$ cat src/rtl/core/skq_pkg.sv
// Shared types and constants for the sorted key queue.
package skq_pkg;

    localparam int CAPACITY_DEF     = 64;
    localparam int PAYLOAD_BITS_DEF = 32;
    localparam int KEY_BITS         = 16;
    localparam int IDX_BITS         = 6;
    localparam int STATUS_BITS      = 2;

    localparam logic REQ_INSERT = 1'b0;
    localparam logic REQ_REMOVE = 1'b1;

    localparam logic [STATUS_BITS-1:0] ST_DONE     = 2'd0;
    localparam logic [STATUS_BITS-1:0] ST_FULL     = 2'd1;
    localparam logic [STATUS_BITS-1:0] ST_NOTFOUND = 2'd2;

    typedef struct packed {
        logic ins;
        logic rem;
    } op_t;

endpackage

$ cat src/rtl/core/skq_cell.sv
// One slot of the sorted chain: holds a key and payload, shifts with its neighbors.
module skq_cell #(
    parameter int POS          = 0,
    parameter int CAPACITY     = skq_pkg::CAPACITY_DEF,
    parameter int PAYLOAD_BITS = skq_pkg::PAYLOAD_BITS_DEF,
    localparam int CW          = $clog2(CAPACITY + 1)
) (
    input  logic                          clk,
    input  skq_pkg::op_t                  op,
    input  logic [skq_pkg::KEY_BITS-1:0]  new_key,
    input  logic [PAYLOAD_BITS-1:0]       new_payload,
    input  logic [CW-1:0]                 count,
    input  logic [skq_pkg::IDX_BITS-1:0]  idx,
    input  logic                          prev_gt,
    input  logic [skq_pkg::KEY_BITS-1:0]  prev_key,
    input  logic [PAYLOAD_BITS-1:0]       prev_payload,
    input  logic [skq_pkg::KEY_BITS-1:0]  next_key,
    input  logic [PAYLOAD_BITS-1:0]       next_payload,
    output logic [skq_pkg::KEY_BITS-1:0]  key,
    output logic [PAYLOAD_BITS-1:0]       payload,
    output logic                          gt,
    output logic [PAYLOAD_BITS-1:0]       tap
);

    localparam int CMPW = (CW > skq_pkg::IDX_BITS) ? CW : skq_pkg::IDX_BITS;
    localparam logic [CMPW-1:0] POS_V  = CMPW'(POS);
    localparam logic [CMPW-1:0] POS1_V = CMPW'(POS + 1);

    logic [skq_pkg::KEY_BITS-1:0] key_reg;
    logic [skq_pkg::KEY_BITS-1:0] key_next;
    logic [PAYLOAD_BITS-1:0]      payload_reg;
    logic [PAYLOAD_BITS-1:0]      payload_next;
    logic [CMPW-1:0]              cnt_x;
    logic [CMPW-1:0]              idx_x;
    logic                         occupied;
    logic                         at_end;
    logic                         hit;
    logic                         pull_next;

    assign cnt_x     = CMPW'(count);
    assign idx_x     = CMPW'(idx);
    assign occupied  = POS_V < cnt_x;
    assign at_end    = POS_V == cnt_x;
    assign gt        = occupied && (key_reg > new_key);
    assign hit       = op.rem && (POS_V == idx_x);
    // close the gap: every slot from the removed one up to the last but one pulls
    assign pull_next = op.rem && (POS_V >= idx_x) && (POS1_V < cnt_x);

    always_comb
    begin
        key_next     = key_reg;
        payload_next = payload_reg;
        if (op.ins)
        begin
            if (prev_gt)
            begin
                key_next     = prev_key;
                payload_next = prev_payload;
            end
            else if (gt || at_end)
            begin
                key_next     = new_key;
                payload_next = new_payload;
            end
        end
        else if (pull_next)
        begin
            key_next     = next_key;
            payload_next = next_payload;
        end
    end

    always_ff @(posedge clk)
    begin
        key_reg     <= key_next;
        payload_reg <= payload_next;
    end

    assign key     = key_reg;
    assign payload = payload_reg;
    assign tap     = hit ? payload_reg : '0;

endmodule

$ cat config.mk
export PLATFORM = sky130hd
export DESIGN_NAME = skq_cell
export DESIGN_NICKNAME = d
export VERILOG_FILES = /design/src/rtl/core/skq_pkg.sv /design/src/rtl/core/skq_cell.sv
export SDC_FILE = /design/constraint.sdc
export NUM_CORES = 1
export LEC_CHECK = 0
export BUFFER_PORTS_ARGS = -buffer_cell sky130_fd_sc_hd__buf_4
export CAP_MARGIN = 40
export CORE_AREA = 2 2 93 95
export CTS_CLUSTER_SIZE = 16
export DETAILED_ROUTE_END_ITERATION = 8
export DIE_AREA = 0 0 95 97
export PLACE_DENSITY = 0.81
export SETUP_SLACK_MARGIN = 0.3
export SYNTH_ARGS = -nofsm -noshare
export SYNTH_HDL_FRONTEND = slang
export SYNTH_SLANG_ARGS = --single-unit
$ cat constraint.sdc
create_clock -name clk -period 11.45 [get_ports clk]
set_input_delay 2.29 -clock clk [delete_from_list [all_inputs] [get_ports clk]]
set_output_delay 2.29 -clock clk [all_outputs]
set_load 0.1 [all_outputs]
# ---- Word level (Yosys, flattened, before mapping)
# Cells that the tools add are included.
dict set report classes {
  add_sub_neg 0
  mul 0
  div_mod_pow 0
  magnitude_cmp 4
  eq_ne 1
  shifts 0
  muxes 9
  n_bitwise 0
  reduce_logical 9
}
# cell count
set op_table {}
lappend op_table {{$mux W32} 5}
lappend op_table {{$mux W16} 4}
lappend op_table {{$gt A16 B16 Y1} 1}
lappend op_table {{$logic_not A7 Y1} 2}
lappend op_table {{$lt A1 B7 Y1 const A} 2}
lappend op_table {{$ge A1 B6 Y1 const A} 1}
lappend op_table {{$logic_and A1 B1 Y1} 4}
lappend op_table {{$ne A3 B1 Y1 const B} 1}
lappend op_table {{$reduce_and A2 Y1} 1}
lappend op_table {{$reduce_bool A2 Y1} 1}
lappend op_table {{$logic_or A1 B1 Y1} 1}
dict set report word_totals {
  regBits 48
  latch_bits 0
  ramBits 0
  romBits 0
  inputBits 161
  output_inout_bits 81
  elab_cells 25
  mem_count 0
}

# ---- Depth between registers and ports, before layout
dict set report logic_depth {
  depth_word 6
  mapped_depth 7
}

# ---- Least setup slack after synthesis
# Ideal clock, no wire load.
dict set report synth_timing {
  path_kind {input to output}
  start {input port new_key[15] (netlist name)}
  end {output port gt}
  t_arrival_ns 5.438
  t_required_ns 9.160
  setup_slack_ns 3.722
  cell_stages 7
  n_path_buf 0
  cell_sequence {inv_1 ha_1 nand4_1 nor3_1 a21boi_0 nor4_1 nor3b_1}
}
dict set report synth_via {
  elab_chain_cells 2
}
# element line
set synth_rtl {}
lappend synth_rtl {{from (decl)} skq_cell.sv:10} ;# input logic [skq_pkg::KEY_BITS-1:0] new_key,
lappend synth_rtl {{$gt A16 B16 Y1} skq_cell.sv:44} ;# assign gt = occupied && (key_reg > new_key);
lappend synth_rtl {{$logic_and A1 B1 Y1} skq_cell.sv:44}
lappend synth_rtl {{to (decl)} skq_cell.sv:21} ;# output logic gt,
# Every way passes these cells.

# ---- Worst setup path in the final report
# Ends and elaborated chain as after synthesis.

==> impl_metrics.env <==
export IMPL_status="finished clean"
export IMPL_htree_levels=2
export IMPL_yosys_area_top_type="edfxtp_1"
export IMPL_wl_per_cell_um=15.02
export IMPL_port_buffers=241
export IMPL_cts_tree="done"
export IMPL_drtAntennaViolNets=0
export IMPL_synth_simple_area_share_pct=17.15
export IMPL_use_met3_pct=4.206
export IMPL_dp_hpwl_um=7721
export IMPL_routed_wl_um=9717
export IMPL_path_buf_inv=3
export IMPL_die_h_um=97
export IMPL_critPathKind="in2out"
export IMPL_clk_path_buf_depth=2
export IMPL_diodes=0
export IMPL_grtUsageMet2_pct=38.08
export IMPL_cts_sinks=48
export IMPL_layout_area_seq_mm2=0.001441
export IMPL_drc_errors=0
export IMPL_timing_final_crit_period_ns=6.434
export IMPL_synth_nets=487
export IMPL_dieArea_mm2=0.009215
export IMPL_pwr_density_cell_mw_per_mm2=116.0
export IMPL_largest_reg_flops=32
export IMPL_slew_violations=0
export IMPL_max_freq_ghz=0.1554
export IMPL_ir_drop_mv=0.07141
export IMPL_grt_overflow=0
export IMPL_crit_top_cell="buf_4"
export IMPL_critical_path_top_delay_family="simple AND/OR/NAND/NOR gates"
export IMPL_drive_gt1_share_pct=50.92
export IMPL_synth_fa_ha_area_share_pct=6.395
export IMPL_p_leak_nw=2.523
export IMPL_netlist_instances=310
export IMPL_cts_setup_buffers=0
export IMPL_power_mw=0.5933
export IMPL_yosysWarnings=0
export IMPL_gp_congestion=0.7953
export IMPL_r2r_setup_slack_ns=8.69
export IMPL_die_width_um=95
export IMPL_drt_vias_per_instance=4.835
export IMPL_synth_cell_type_count=27
export IMPL_design_area_mm2=0.005115
export IMPL_grt_max_degree=54
export IMPL_fin_crit_sh_pct=56.20
export IMPL_grt_pass1_wl_um=14860
export IMPL_grt_busiest_layer="met2"
export IMPL_grtUsageMet1_pct=21.75
export IMPL_initial_core_util_pct=38.49
export IMPL_relSlewSlack_pct=44.02
export IMPL_syn_to_final_growth_pct=63.39
export IMPL_crit_chain="buf_4, inv_1, ha_1, nand4_1, nor3_1, a21boi_0, nor4_1, nor3b_1, buf_4"
export IMPL_maxCapViolCount=0
export IMPL_whs_ns=1.582
export IMPL_fin_tns_setup_ns=0
export IMPL_fillCellCount=694
export IMPL_synthMuxAreaShare_pct=15.35
export IMPL_multi_input_area_mm2=0.001562
export IMPL_grt_pass1_vias=3306
export IMPL_synthXorXnorAreaFrac_pct=0
export IMPL_synth_area_leaders="edfxtp_1 (46%), mux2i_1 (15%), a21oi_1 (8.6%), ha_1 (6.4%), nor2_1 (6.0%)"
export IMPL_vias=3128
export IMPL_rsz0062_at_grt="no"
export IMPL_post_synth_top_area_fraction_pct=46.04
export IMPL_timing_final_hold_violations=0
export IMPL_clkLatencyLatePin_ns=0.29
export IMPL_synth_top_family_by_area="simple AND/OR/NAND/NOR gates"
export IMPL_cp_arrival_ns=4.14
export IMPL_cts_repair_resized=0
export IMPL_worstSetupStartpointType="input pin"
export IMPL_ctsHoldBuffers=0
export IMPL_synth_seq_area_share_pct=46.04
export IMPL_synth_compound_area_share_pct=10.43
export IMPL_cpMaxStageDelayCell="nor4_1"
export IMPL_finalNetCount=719
export IMPL_finalClockSkew_ns=0.005181
export IMPL_setup_viol=0
export IMPL_max_stage_delay_ns=0.64
export IMPL_hp_class="reg2reg"
export IMPL_grt_usage_pct=20.43
export IMPL_required_ns=9.16
export IMPL_endpoint_kind="output pin"
export IMPL_syn_cell_area_mm2=0.003131
export IMPL_placed_area_mm2=0.005034
export IMPL_core_area_mm2=0.008134
export IMPL_path_max_fanout=3
export IMPL_dr_pass1_iters=6
export IMPL_tightest_slew_ns=0.8397
export IMPL_cts_root_buf="clkbuf_8"
export IMPL_num_io_pins=242
export IMPL_drtIter0Drc=69
export IMPL_rows=33
export IMPL_grt_antenna_before_repair=0
export IMPL_ys_seq_elements=48
export IMPL_clk_pin_slew_ns=0.09
export IMPL_cts_buffers=5
export IMPL_syn_area_per_cell_um2=10.10
-- metrics by stage --
| stage | setup slack (ns) | std cells | util (%) |
|---|---|---|---|
| global route | 4.882 | 647 | 62.88 |
| detailed placement | 5.019 | 640 | 61.88 |
| global placement | 5.148 | 640 | 61.88 |
| finish | 5.016 | 647 | 62.88 |
| CTS | 5.014 | 647 | 62.88 |
| floorplan | 3.722 | 310 | - |
-- synthesized netlist by cell type (all sizes together) --
cell type	number
o221ai	1
nand2	5
nor3	1
a21o	2
a211oi	1
nand4	3
and2	32
a21boi	1
ha	16
nor2	50
a21oi	54
nor2b	1
clkbuf	15
or4b	1
inv	16
edfxtp	48
nand3	2
nor4	3
o211ai	1
buf	5
o21ai	2
nor3b	1
mux2i	48
and4	1
-- metal layers --
layer | part of all wire (%) | vias up
li1 | - | 1565
met1 | 36 | 1374
met2 | 53 | 161
met3 | 7.9 | 28
met4 | 2.9 | 0
met5 | 0 | -
-- cell families (layout without fill, tap and decap cells) --
| family | count (synthesis) | after routing |
|---|---|---|
| adders and majority gates | 16 | 16 |
| AOI/OAI and AO/OA | 62 | 62 |
| buffers and inverters | 36 | 268 |
| and+or+nand+nor | 100 | 100 |
| DFF | 48 | 48 |
| muxes | 48 | 48 |
-- path summary, 6_finish.rpt --
check | start | to | cells after the start
worst max-delay path | new_key[15] | gt | 9
worst min-delay path | key[1] | key[4] | 6
worst max register to register | key[15] | payload[12] | 7
worst min register to register | key[1] | key[4] | 6
-- cells in the final DEF (no fill, tap or decap), types with 3 or more instances in the layout --
cell type	synthesis	routed
mux2i_1	48	48
ha_1	16	16
inv_1	16	16
and2_1	11	11
nand4_1	3	3
clkbuf_8	0	5
nor2_1	50	50
edfxtp_1	48	48
nand2_1	5	5
and2_2	21	21
buf_4	0	245
a21oi_1	54	54
-- where the power goes --
group	switching, mW	internal [mW]
sequential	0.00911	0.218
combinational	0.188	0.0808
clock	0.0559	0.0415
total	0.253	0.341
-- tightest hold or removal path: stages (launching register included) --
cell and delay (ns):
edfxtp_1 0.36, ha_1 0.14, and4_1 0.21, nand2_1 0.08, nand2_1 0.11, o221ai_4 0.11, buf_4 0.33
-- cell type report --
| cell class | instances | share of cell area (%) |
|---|---|---|
| repair buffers | 245 | 35.96 |
| flip-flops and latches | 48 | 28.18 |
| clock buffers | 5 | 1.345 |
| multi-input cells | 226 | 30.53 |
| inverters | 16 | 1.174 |
| well taps | 105 | 2.568 |
| clock inverters | 2 | 0.2446 |
Note: power is estimated with default switching activity, not from simulation.
